===== config.mk =====
export PLATFORM = sky130hd
export DESIGN_NAME = configurable_crc_engine_top_flat
export DESIGN_NICKNAME = d
export VERILOG_FILES = /design/src/cce_pkg.sv /design/src/cce_if.sv /design/src/cce_fold.sv /design/src/configurable_crc_engine_top.sv /design/src/flat_wrapper.sv
export SDC_FILE = /design/constraint.sdc
export NUM_CORES = 1
export LEC_CHECK = 0
export ABC_AREA = 1
export BUFFER_PORTS_ARGS = -buffer_cell sky130_fd_sc_hd__buf_2
export CAP_MARGIN = 10
export CORE_UTILIZATION = 65
export CTS_CLUSTER_SIZE = 10
export DETAILED_ROUTE_END_ITERATION = 7
export HOLD_SLACK_MARGIN = 0.02
export PLACE_DENSITY = 0.91
export REMOVE_ABC_BUFFERS = 1
export SKIP_LAST_GASP = 1
export SLEW_MARGIN = 15
export SYNTH_ARGS = -nofsm -noshare
export SYNTH_HDL_FRONTEND = slang
export SYNTH_SLANG_ARGS = --single-unit

===== constraint.sdc =====
create_clock -name i_clk -period 4.6 [get_ports i_clk]
set_input_delay 0.92 -clock i_clk [delete_from_list [all_inputs] [get_ports i_clk]]
set_output_delay 0.92 -clock i_clk [all_outputs]
set_load 0.01 [all_outputs]

===== src/cce_pkg.sv =====
// Shared constants and types for the configurable CRC engine.
// No dependencies; cce_fold and the top module refer to this package by scope.
`default_nettype none

package cce_pkg;

    // Variant codes held in the variant register
    localparam logic [2:0] VAR_CRC4      = 3'd0;
    localparam logic [2:0] VAR_CRC7      = 3'd1;
    localparam logic [2:0] VAR_CRC8      = 3'd2;
    localparam logic [2:0] VAR_CRC8_REFL = 3'd3;
    localparam logic [2:0] VAR_CRC16_REF = 3'd4;
    localparam logic [2:0] VAR_CRC16     = 3'd5;

    // Configuration register indexes
    localparam logic [1:0] CFG_VARIANT = 2'd0;
    localparam logic [1:0] CFG_POLY    = 2'd1;
    localparam logic [1:0] CFG_INIT    = 2'd2;

    // Reset values of the configuration registers
    localparam logic [2:0]  RST_VARIANT = VAR_CRC8;
    localparam logic [15:0] RST_POLY    = 16'h0007;
    localparam logic [15:0] RST_INIT    = 16'h0000;

    // Configuration seen by the fold datapath
    typedef struct packed {
        logic [2:0]  variant;
        logic [15:0] poly;
        logic [15:0] init;
    } t_crc_cfg;

endpackage

`default_nettype wire


===== src/cce_if.sv =====
// Channel interfaces of the CRC engine: byte input, result output, config write.
// Depends on nothing; widths follow the block's field list.
`default_nettype none

interface cce_in_if;
    logic       valid;
    logic       ready;
    logic [7:0] data_byte;
    logic       end_of_message;

    modport source (output valid, output data_byte, output end_of_message, input ready);
    modport sink   (input valid, input data_byte, input end_of_message, output ready);
endinterface

interface cce_out_if;
    logic        valid;
    logic        ready;
    logic [15:0] crc_value;
    logic        message_done;

    modport source (output valid, output crc_value, output message_done, input ready);
    modport sink   (input valid, input crc_value, input message_done, output ready);
endinterface

interface cce_cfg_if;
    logic        valid;
    logic        ready;
    logic [1:0]  reg_index;
    logic [15:0] write_data;

    modport source (output valid, output reg_index, output write_data, input ready);
    modport sink   (input valid, input reg_index, input write_data, output ready);
endinterface

`default_nettype wire


===== src/cce_fold.sv =====
// Combinational byte fold: reload from init, then eight unrolled CRC bit steps.
// Depends on cce_pkg for variant codes and the config struct.
`default_nettype none

module cce_fold (
    input  var cce_pkg::t_crc_cfg i_cfg,
    input  var logic [15:0]       i_remainder,
    input  var logic              i_at_start,
    input  var logic [7:0]        i_data,
    output var logic [15:0]       o_remainder,
    output var logic [15:0]       o_crc
);

    function automatic logic [7:0] rev8(input logic [7:0] x);
        logic [7:0] r;
        for (int i = 0; i < 8; i++) begin
            r[7 - i] = x[i];
        end
        return r;
    endfunction

    // Eight msb-first steps on an 8-bit register
    function automatic logic [7:0] msb_steps8(input logic [7:0] x, input logic [7:0] p);
        logic [7:0] r;
        r = x;
        for (int i = 0; i < 8; i++) begin
            r = r[7] ? ({r[6:0], 1'b0} ^ p) : {r[6:0], 1'b0};
        end
        return r;
    endfunction

    // Eight lsb-first steps on an 8-bit register
    function automatic logic [7:0] lsb_steps8(input logic [7:0] x, input logic [7:0] p);
        logic [7:0] r;
        r = x;
        for (int i = 0; i < 8; i++) begin
            r = r[0] ? ({1'b0, r[7:1]} ^ p) : {1'b0, r[7:1]};
        end
        return r;
    endfunction

    // Eight lsb-first steps on a 16-bit register
    function automatic logic [15:0] lsb_steps16(input logic [15:0] x, input logic [15:0] p);
        logic [15:0] r;
        r = x;
        for (int i = 0; i < 8; i++) begin
            r = r[0] ? ({1'b0, r[15:1]} ^ p) : {1'b0, r[15:1]};
        end
        return r;
    endfunction

    // Eight msb-first steps on a 16-bit register
    function automatic logic [15:0] msb_steps16(input logic [15:0] x, input logic [15:0] p);
        logic [15:0] r;
        r = x;
        for (int i = 0; i < 8; i++) begin
            r = r[15] ? ({r[14:0], 1'b0} ^ p) : {r[14:0], 1'b0};
        end
        return r;
    endfunction

    logic [15:0] init_r;
    logic [15:0] start_r;
    logic [7:0]  r8;
    logic [7:0]  n8;

    // Reload value per variant, aligned the way the working register keeps it
    always_comb begin
        case (i_cfg.variant)
            cce_pkg::VAR_CRC4:      init_r = {8'h00, i_cfg.init[3:0], 4'h0};
            cce_pkg::VAR_CRC7:      init_r = {8'h00, i_cfg.init[6:0], 1'b0};
            cce_pkg::VAR_CRC8:      init_r = {8'h00, i_cfg.init[7:0]};
            cce_pkg::VAR_CRC8_REFL: init_r = {8'h00, rev8(i_cfg.init[7:0])};
            default:                init_r = i_cfg.init;
        endcase
    end

    assign start_r = i_at_start ? init_r : i_remainder;
    assign r8      = start_r[7:0] ^ i_data;

    // Fold the byte; codes above crc16 behave as crc16
    always_comb begin
        n8 = 8'h00;
        case (i_cfg.variant)
            cce_pkg::VAR_CRC4: begin
                n8          = msb_steps8(r8, {i_cfg.poly[3:0], 4'h0});
                o_remainder = {8'h00, n8};
                o_crc       = {12'h000, n8[7:4]};
            end
            cce_pkg::VAR_CRC7: begin
                n8          = msb_steps8(r8, {i_cfg.poly[6:0], 1'b0});
                o_remainder = {8'h00, n8};
                o_crc       = {9'h000, n8[7:1]};
            end
            cce_pkg::VAR_CRC8: begin
                n8          = msb_steps8(r8, i_cfg.poly[7:0]);
                o_remainder = {8'h00, n8};
                o_crc       = {8'h00, n8};
            end
            cce_pkg::VAR_CRC8_REFL: begin
                n8          = lsb_steps8(r8, rev8(i_cfg.poly[7:0]));
                o_remainder = {8'h00, n8};
                o_crc       = {8'h00, n8};
            end
            cce_pkg::VAR_CRC16_REF: begin
                o_remainder = lsb_steps16(start_r ^ {8'h00, i_data}, i_cfg.poly);
                o_crc       = o_remainder;
            end
            default: begin
                o_remainder = msb_steps16(start_r ^ {i_data, 8'h00}, i_cfg.poly);
                o_crc       = o_remainder;
            end
        endcase
    end

endmodule

`default_nettype wire


===== src/configurable_crc_engine_top.sv =====
// Configurable CRC engine: byte input stage, combinational fold, output register.
// A byte is registered in the input stage, then its result in the output register.
// Throughput: one byte per cycle while the output is not stalled; the unrolled 8-step fold sits between stages.
// Synchronous active-low reset: config to crc8/0x07/0, remainder 0, next byte reloads.
// Depends on cce_pkg, the cce_*_if interfaces and cce_fold.
`default_nettype none

module configurable_crc_engine_top (
    input  var logic   i_clk,
    input  var logic   i_rst_n,
    cce_in_if.sink     i_in,
    cce_out_if.source  o_out,
    cce_cfg_if.sink    i_cfg
);

    logic [2:0]  r_crc_variant;
    logic [15:0] r_generator_poly;
    logic [15:0] r_start_value;

    logic        r_s1_valid;
    logic [7:0]  r_s1_data;
    logic        r_s1_last;

    logic [15:0] r_remainder;
    logic        r_at_start;

    logic        r_out_valid;
    logic [15:0] r_out_crc;
    logic        r_out_done;

    logic [15:0]       n_remainder;
    logic [15:0]       n_crc;
    logic              s1_adv;
    logic              in_xfer;
    cce_pkg::t_crc_cfg fold_cfg;

    // Configuration writes are always taken
    assign i_cfg.ready = 1'b1;

    always_ff @(posedge i_clk) begin
        if (!i_rst_n) begin
            r_crc_variant    <= cce_pkg::RST_VARIANT;
            r_generator_poly <= cce_pkg::RST_POLY;
            r_start_value    <= cce_pkg::RST_INIT;
        end else if (i_cfg.valid) begin
            case (i_cfg.reg_index)
                cce_pkg::CFG_VARIANT: r_crc_variant    <= i_cfg.write_data[2:0];
                cce_pkg::CFG_POLY:    r_generator_poly <= i_cfg.write_data;
                cce_pkg::CFG_INIT:    r_start_value    <= i_cfg.write_data;
                default: ;
            endcase
        end
    end

    // Handshake: input stage advances whenever the output register is free or drains
    assign s1_adv     = r_s1_valid && (!r_out_valid || o_out.ready);
    assign i_in.ready = !r_s1_valid || s1_adv;
    assign in_xfer    = i_in.valid && i_in.ready;

    // Input stage
    always_ff @(posedge i_clk) begin
        if (!i_rst_n) begin
            r_s1_valid <= 1'b0;
        end else if (in_xfer) begin
            r_s1_valid <= 1'b1;
        end else if (s1_adv) begin
            r_s1_valid <= 1'b0;
        end
    end

    always_ff @(posedge i_clk) begin
        if (in_xfer) begin
            r_s1_data <= i_in.data_byte;
            r_s1_last <= i_in.end_of_message;
        end
    end

    // Fold datapath
    assign fold_cfg = '{variant: r_crc_variant, poly: r_generator_poly, init: r_start_value};

    cce_fold u_fold (
        .i_cfg       (fold_cfg),
        .i_remainder (r_remainder),
        .i_at_start  (r_at_start),
        .i_data      (r_s1_data),
        .o_remainder (n_remainder),
        .o_crc       (n_crc)
    );

    // Running state commits when the byte moves to the output register
    always_ff @(posedge i_clk) begin
        if (!i_rst_n) begin
            r_remainder <= 16'h0000;
            r_at_start  <= 1'b1;
        end else if (s1_adv) begin
            r_remainder <= n_remainder;
            r_at_start  <= r_s1_last;
        end
    end

    // Output register
    always_ff @(posedge i_clk) begin
        if (!i_rst_n) begin
            r_out_valid <= 1'b0;
        end else if (s1_adv) begin
            r_out_valid <= 1'b1;
        end else if (o_out.ready) begin
            r_out_valid <= 1'b0;
        end
    end

    always_ff @(posedge i_clk) begin
        if (s1_adv) begin
            r_out_crc  <= n_crc;
            r_out_done <= r_s1_last;
        end
    end

    assign o_out.valid        = r_out_valid;
    assign o_out.crc_value    = r_out_crc;
    assign o_out.message_done = r_out_done;

    // Checks
    a_adv_fills_out: assert property (@(posedge i_clk) disable iff (!i_rst_n)
        s1_adv |=> r_out_valid)
        else $error("output register not loaded after stage advance");

    a_reload_flag: assert property (@(posedge i_clk) disable iff (!i_rst_n)
        s1_adv |=> (r_at_start == $past(r_s1_last)))
        else $error("reload flag does not follow last-byte marker");

    a_stall_hold: assert property (@(posedge i_clk) disable iff (!i_rst_n)
        (r_out_valid && !o_out.ready) |=> (r_out_valid && $stable(r_out_crc)))
        else $error("stalled result overwritten");

    a_narrow_upper: assert property (@(posedge i_clk) disable iff (!i_rst_n)
        (s1_adv && (r_crc_variant == cce_pkg::VAR_CRC4 || r_crc_variant == cce_pkg::VAR_CRC8))
        |=> (r_remainder[15:8] == 8'h00))
        else $error("narrow variant left upper remainder bits set");

    a_empty_ready: assert property (@(posedge i_clk) disable iff (!i_rst_n)
        !r_s1_valid |-> i_in.ready)
        else $error("empty input stage refuses a transfer");

endmodule

`default_nettype wire

===== src/flat_wrapper.sv =====
// flat-port wrapper written by rule: the top's interface ports become plain ports
module configurable_crc_engine_top_flat 
  (i_clk, i_rst_n, i_in_valid, i_in_data_byte, i_in_end_of_message, i_in_ready, o_out_valid, o_out_crc_value, o_out_message_done, o_out_ready, i_cfg_valid, i_cfg_reg_index, i_cfg_write_data, i_cfg_ready);
  cce_in_if i_in_i ();
  cce_out_if o_out_i ();
  cce_cfg_if i_cfg_i ();
  input  var logic i_clk;
  input  var logic i_rst_n;
  input wire logic [$bits(i_in_i.valid)-1:0] i_in_valid;
  input wire logic [$bits(i_in_i.data_byte)-1:0] i_in_data_byte;
  input wire logic [$bits(i_in_i.end_of_message)-1:0] i_in_end_of_message;
  output wire logic [$bits(i_in_i.ready)-1:0] i_in_ready;
  output wire logic [$bits(o_out_i.valid)-1:0] o_out_valid;
  output wire logic [$bits(o_out_i.crc_value)-1:0] o_out_crc_value;
  output wire logic [$bits(o_out_i.message_done)-1:0] o_out_message_done;
  input wire logic [$bits(o_out_i.ready)-1:0] o_out_ready;
  input wire logic [$bits(i_cfg_i.valid)-1:0] i_cfg_valid;
  input wire logic [$bits(i_cfg_i.reg_index)-1:0] i_cfg_reg_index;
  input wire logic [$bits(i_cfg_i.write_data)-1:0] i_cfg_write_data;
  output wire logic [$bits(i_cfg_i.ready)-1:0] i_cfg_ready;
  assign i_in_i.valid = i_in_valid;
  assign i_in_i.data_byte = i_in_data_byte;
  assign i_in_i.end_of_message = i_in_end_of_message;
  assign i_in_ready = i_in_i.ready;
  assign o_out_valid = o_out_i.valid;
  assign o_out_crc_value = o_out_i.crc_value;
  assign o_out_message_done = o_out_i.message_done;
  assign o_out_i.ready = o_out_ready;
  assign i_cfg_i.valid = i_cfg_valid;
  assign i_cfg_i.reg_index = i_cfg_reg_index;
  assign i_cfg_i.write_data = i_cfg_write_data;
  assign i_cfg_ready = i_cfg_i.ready;
  configurable_crc_engine_top u_core (.i_clk(i_clk), .i_rst_n(i_rst_n), .i_in(i_in_i), .o_out(o_out_i), .i_cfg(i_cfg_i));
endmodule

==> results.ini, run 1 <==
[clocking]
cts_buffers=9
clk_latency_ns=0.36
clock_sinks=80
cts_buffer_depth=2
cts_root_buf=clkbuf_16
tritoncts=yes
path_clk_slew_ns=0.08
h-tree-depth=3
cts_hold_buf=0

[worst_setup_path]
crit_slowest_cell=dfxtp_1
worst_ep_required_time_ns=4.69
reg2reg_setup_slack_ns=0.24
r2r_start=u_core.r_crc_variant[0]
r2r-end=u_core.o_out.crc_value[4]
cpPeakStageDelay_ns=0.35
crit_type=register to register
arrival_ns=4.45
crit_path_frequent_cell=nand2_1
cp_max_fo=11
crit_path_end_kind=register
worstSetupStartpointType=register
r2r_cells=34

[placement]
placed_area_um2=12570
routabilityCongestion=1.005
dpl.hpwl_mm=29.40
portBuffers=50

[finish]
antenna_cells=0
drive_gt1_frac=0.1360
finalNetCount=2204
nFillCells=1609
area_growth_pct=8.141
final_cell_area_um2=13230
postLayoutCoreUtil=0.7266

[route]
antenna_left=0
drc=4
via_per_inst=5.838
wl_mm=39.92
via_count=14040
wire_per_inst_um=16.60
first_pass_iters=8
drtIter0Drc=1737

[yosys]
ys_ff_latch=80
avgSynthCellArea_um2=5.704
synth_area_leaders=nand2_1, nand3_1, xor2_1
synth_cell_types=44
yosys_warnings=0
syn_area_um2=12230
synth_area_leader_cell=nand2_1
netlist_instances=2145
ys.flop_type=dfxtp_1
synth_top_area_frac=0.1982
synth-edff-count=26
yosysSeqAreaShare=0.1522
async_reset_ff_frac=0

[floorplan]
core-area_um2=18210
ios=52
initial_utilization=0.6719
fp-row-count=49
die_w_um=139.2
fp.dieH_um=139.2
dieArea_um2=19370

[worst_hold_path]
worstHoldStart=u_core.r_s1_last
whs_path_depth=0
hold_path_end=u_core.o_out.message_done
hold_class=register to register

[power]
power.density_cell_area_nw_per_um2=456.2
vdd.ir_drop.worst_mv=0.3851
p_leak_nw=6.602

[outcome]
violations=design-rule violations
status=complete, but fails checks

[timing]
grt_setup_unrepaired=yes
drv_slew=0
timing.final.crit_share=0.9470
tightest_slew_ns=1.255
setup_viol=0
max_freq_mhz=229.6
slew_headroom=0.1601
fin_crit_ns=4.356
skew_ns=0.01823
finalHoldViolations=0

[global_routing]
grt_max_degree=44
grt_use_total=0.4092
antenna_found_initial=0
grt_pass1_wl_mm=63.52
gr-total-overflow=0
grt_pass1_vias=12540

[job]
max-cap-violations=0

==> through the flow <==
step,setup WS (ns),hold WS (ns),power (mW),TNS (ns),std cells
floorplan,-0.1667,0.4268,3.966,-1.154,2034
global placement,0.1005,0.4310,4.762,0,2368
detailed placement,0.06477,0.4529,4.883,0,2368
CTS,0.04869,0.4481,5.635,0,2384
global route,-0.04111,0.4879,6.549,-0.2422,2405
finish,0.2438,0.4489,6.036,0,2405
==> sequential cells by signal, indices dropped and copies added (netlist names) <==
name,flops
u_core.r_start_value,16
u_core.o_out.crc_value,16
u_core.r_generator_poly,16
u_core.r_crc_variant,3
u_core.o_out.valid,1
u_core.o_out.message_done,1
u_core.r_s1_data,8
u_core.r_at_start,1
u_core.r_s1_last,1
u_core.r_s1_valid,1
u_core.r_remainder,16
==> timing repair <==
action,4_1_cts,5_1_grt
setup buffers,0,19
endpoints found under the setup margin,0,32
resized for setup,0,46
==> placed cells by master (no fill, tap or decap), types with 19 or more instances in the layout <==
master | netlist | final
edfxtp_1 | 26 | 26
dfxtp_1 | 54 | 51
nand2_1 | 646 | 637
xor2_1 | 134 | 134
nand3_2 | 20 | 25
o21ai_0 | 75 | 75
nand2_2 | 51 | 48
nand3_1 | 276 | 271
buf_2 | 33 | 50
a21oi_1 | 50 | 49
nand2_4 | 5 | 19
inv_1 | 198 | 198
buf_4 | 9 | 72
xnor2_1 | 119 | 118
o21ai_1 | 21 | 21
nor2_1 | 256 | 251
==> worst max path at each step <==
| stage | startpoint | end | slack [ns] | cells past startpoint |
|---|---|---|---|---|
| CTS | u_core.r_crc_variant[1] | u_core.o_out.crc_value[2] | 0.05 | 31 |
| finish | u_core.r_crc_variant[0] | u_core.o_out.crc_value[4] | 0.24 | 34 |
| global placement | u_core.r_crc_variant[1] | u_core.o_out.crc_value[2] | 0.10 | 31 |
| detailed placement | u_core.r_crc_variant[1] | u_core.o_out.crc_value[2] | 0.06 | 31 |
| global route | u_core.r_crc_variant[1] | u_core.o_out.crc_value[2] | -0.04 | 32 |
| floorplan | u_core.r_generator_poly[0] | u_core.o_out.crc_value[4] | -0.17 | 22 |
==> worst max-delay path: cells and delay by family, from the launching register on <==
| kind | cells | cell delay (ns) |
|---|---|---|
| simple gates | 30 | 3.32 |
| buf+inv | 4 | 0.39 |
| flops | 1 | 0.35 |
==> kinds of logic (layout without fill, tap and decap cells) <==
| group | after synthesis | in the layout | synth area share |
|---|---|---|---|
| fa+ha+maj | 1 | 1 | 0.001023 |
| buf+inv | 333 | 362 | 0.1198 |
| compound gates | 169 | 169 | 0.07527 |
| flops | 80 | 80 | 0.1522 |
| simple gates | 1306 | 1308 | 0.4668 |
| xor+xnor | 255 | 255 | 0.1847 |
| other cells | 1 | 1 | 0.0003065 |
==> layer usage <==
| metal | up-vias | global-route usage | share of wire |
|---|---|---|---|
| met5 | - | 0 | 0 |
| met4 | 0 | 0.1591 | 0.044 |
| met3 | 167 | 0.09738 | 0.14 |
| met2 | 901 | 0.6316 | 0.42 |
| met1 | 6229 | 0.5503 | 0.39 |
| li1 | 6744 | - | - |
==> report_power, final <==
group | total (mW) | switching (mW) | leakage (nW) | internal [mW]
sequential | 0.840 | 0.0406 | 0.693 | 0.800
clock | 0.748 | 0.312 | 0.154 | 0.435
combinational | 4.45 | 2.88 | 5.76 | 1.56
total | 6.04 | 3.24 | 6.60 | 2.80
==> synthesized netlist by cell type, types with 3 or more instances <==
cell and number:
nand2_1 646, inv_2 17, or2_2 6, nand2_2 51, inv_4 3, nand2_4 5, nand4_1 16, buf_4 9
o21ai_1 21, nand3b_1 8, nand3_1 276, o211ai_1 6, clkbuf_1 39, o21bai_1 4, o21ai_2 7, xnor2_1 119
a21oi_1 50, edfxtp_1 26, nor3_1 3, o21ai_0 75, nor2_1 256, buf_1 13, dfxtp_1 54, buf_6 17
inv_1 198, nor2_4 5, buf_2 33, xor2_1 134, nand3_2 20, clkinv_1 3, nor2_2 10
==> area by class of cell <==
cell class | instances | area, um^2 | share of cell area
Tap cell | 229 | 286.5 | 0.02166
Timing Repair Buffer | 124 | 822.0 | 0.06213
Clock buffer | 12 | 279.0 | 0.02109
Sequential cell | 80 | 1871 | 0.1414
Multi-Input combinational cell | 1734 | 9095 | 0.6874
Clock inverter | 4 | 28.78 | 0.002175
Inverter | 222 | 848.3 | 0.06412
Note: power is estimated with default switching activity, not from simulation.
==> inputs of run 2 (changes only) <==
CTS_BUF_LIST = sky130_fd_sc_hd__clkbuf_4   (was unset)
PLACE_DENSITY = 0.83   (was 0.91)
==> run 2 against run 1 <==
  * The run still ends with design-rule violations left
  * Count of clock-buffer cells in the layout decreased by 3
  * Clock power decreased by 41%
  * Sequential power increased by 0.8%
  * Die area unchanged
  * Non-clock buffer count decreased by 1
  * First-iteration DRC count decreased by 13%
  * Setup slack improved by 0.049 ns
  * Cell count about the same
  * Final area decreased by 1.7%
  * Hold slack improved by 0.019 ns
==> results.ini, run 2 (same netlist as run 1, synthesis figures left out) <==
[outcome]
status=complete, but fails checks
violations=design-rule violations

[floorplan]
dieArea_um2=19370  ; unchanged
ios=52  ; unchanged
fp.dieH_um=139.2  ; unchanged
die_w_um=139.2  ; unchanged
core-area_um2=18210  ; unchanged
fp-row-count=49  ; unchanged
initial_utilization=0.6719  ; unchanged

[worst_hold_path]
hold_class=register to register
hold_path_end=u_core.o_out.message_done
worstHoldStart=u_core.r_s1_last
whs_path_depth=0  ; unchanged

[route]
drtIter0Drc=1503  ; -13%
first_pass_iters=8  ; unchanged
wire_per_inst_um=16.64  ; +0.24%
wl_mm=39.98  ; +0.16%
antenna_left=0  ; unchanged
drc=4  ; unchanged
via_per_inst=5.709  ; -2.2%
via_count=13720  ; -2.3%

[timing]
tightest_slew_ns=0.8742  ; -0.3810 ns
drv_slew=0  ; unchanged
setup_viol=0  ; unchanged
fin_crit_ns=4.307  ; -0.04935 ns
max_freq_mhz=232.2  ; +1.1%
slew_headroom=0.4166  ; +0.2564
final.setup.tns_ns=0  ; unchanged
skew_ns=0.02280  ; +0.004570 ns
hold_slack_ns=0.4682  ; +0.01929 ns
timing.final.crit_share=0.9363  ; -0.01073
finalHoldViolations=0  ; unchanged

[global_routing]
grt_use_total=0.4089  ; about the same
grt.busiest_layer=met2
grt_pass1_vias=12060  ; -3.8%
met1_usage=0.5516  ; +0.001316
grt_use_met2=0.6159  ; -0.01568
antenna_found_initial=0  ; unchanged
grt_pass1_wl_mm=62.40  ; -1.8%
grt_max_degree=44  ; unchanged
gr-total-overflow=0  ; unchanged
use_met3=0.1057  ; +0.008287

[worst_setup_path]
arrival_ns=4.71  ; +0.26 ns
cpLargestDelayFamily=simple AND/OR/NAND/NOR gates
crit_path_frequent_cell=nand2_1
cpPeakStageDelay_ns=0.42  ; +0.07 ns
r2r_cells=27  ; -21%
crit_path_end_kind=register
crit_buf_inv=4  ; unchanged
reg2reg_setup_slack_ns=0.29  ; +0.05 ns
r2r_start=u_core.r_crc_variant[1]
worstSetupStartpointType=register
crit_type=register to register
r2r-end=u_core.r_remainder[14]
worst_ep_required_time_ns=5.00  ; +0.31 ns
cp_max_fo=12  ; +1
crit_slowest_cell=dfxtp_4

[clocking]
path_clk_slew_ns=0.16  ; +0.08 ns
h-tree-depth=3  ; unchanged
cts_buffer_depth=2  ; unchanged
cts_hold_buf=0  ; unchanged
clock_sinks=80  ; unchanged
cts_buffers=9  ; unchanged
cts_root_buf=clkbuf_4
clk_latency_ns=0.49  ; +0.13 ns
tritoncts=yes

[power]
p_leak_nw=6.519  ; -1.3%
power.density_cell_area_nw_per_um2=431.6  ; -5.4%
power.total_mw=5.615  ; -7.0%
vdd.ir_drop.worst_mv=0.3203  ; -17%

[finish]
antenna_cells=0  ; unchanged
nFillCells=1711  ; +6.3%
final_cell_area_um2=13010  ; -1.7%
drive_gt1_frac=0.1316  ; -0.004475
most-common-layout-cells=nand2_1, nand3_1, nor2_1, inv_1, xor2_1
final_common_cell=nand2_1
finalNetCount=2202  ; -0.091%
area_growth_pct=6.330

[placement]
routabilityCongestion=1.009  ; +0.42%
dpl.hpwl_mm=29.75  ; +1.2%
portBuffers=50  ; unchanged
placed_area_um2=12610  ; +0.36%

[job]
max-cap-violations=0  ; unchanged

==> run 2: changes by cell type in the layout (fill, tap and decap cells not counted), sizes merged <==
cell / delta
clkinvlp: +1
clkinv: -1
inv: +3
buf: -1
nand2: -1
clkbuf: -3
==> run 2: worst max-delay path by stage <==
| stage | slack [ns] | endpoint | startpoint | cells after the start |
|---|---|---|---|---|
| floorplan | -0.17 | u_core.o_out.crc_value[4] | u_core.r_generator_poly[0] | 22 |
| global placement | 0.15 | u_core.o_out.crc_value[4] | u_core.r_crc_variant[1] | 31 |
| detailed placement | 0.08 | u_core.r_remainder[14] | u_core.r_crc_variant[2] | 29 |
| CTS | 0.02 | u_core.r_remainder[15] | u_core.r_crc_variant[2] | 29 |
| global route | -0.06 | u_core.o_out.crc_value[2] | u_core.r_crc_variant[1] | 34 |
| finish | 0.29 | u_core.r_remainder[14] | u_core.r_crc_variant[1] | 27 |
==> run 2: power breakdown <==
part / switching, mW / internal, mW
Combinational: 2.78 / 1.55
Sequential: 0.0468 / 0.800
Clock: 0.311 / 0.127
==> run 2: repair_timing <==
action | in CTS | in global routing
endpoints found under the setup margin | 0 | 32
gates resized for setup | 0 | 39
buffers inserted | 0 | 12
==> run 2: per-layer routing <==
metal / wire length [um] / share of wire / vias up
li1: - / - / 6744
met1: 16370 / 0.41 / 6094
met2: 16880 / 0.42 / 749
met3: 4992 / 0.12 / 131
met4: 1739 / 0.043 / 0
met5: 0 / 0 / -
==> run 2: stage by stage <==
stage / util / setup slack, ns / cells
2_1_floorplan: - / -0.1667 / 2034
3_3_place_gp: 0.6926 / 0.1455 / 2374
3_5_place_dp: 0.6926 / 0.08296 / 2374
4_1_cts: 0.7001 / 0.01573 / 2390
5_1_grt: 0.7144 / -0.05872 / 2403
6_report: 0.7144 / 0.2931 / 2403
==> run 2: area by class of cell <==
cell class | instances | area, um^2 | share of cell area
Multi-Input combinational cell | 1733 | 9060 | 0.6965
Timing Repair Buffer | 123 | 802.0 | 0.06165
Clock inverter | 7 | 70.07 | 0.005386
Inverter | 222 | 850.8 | 0.06540
Tap cell | 229 | 286.5 | 0.02203
Clock buffer | 9 | 67.56 | 0.005194
Sequential cell | 80 | 1872 | 0.1439
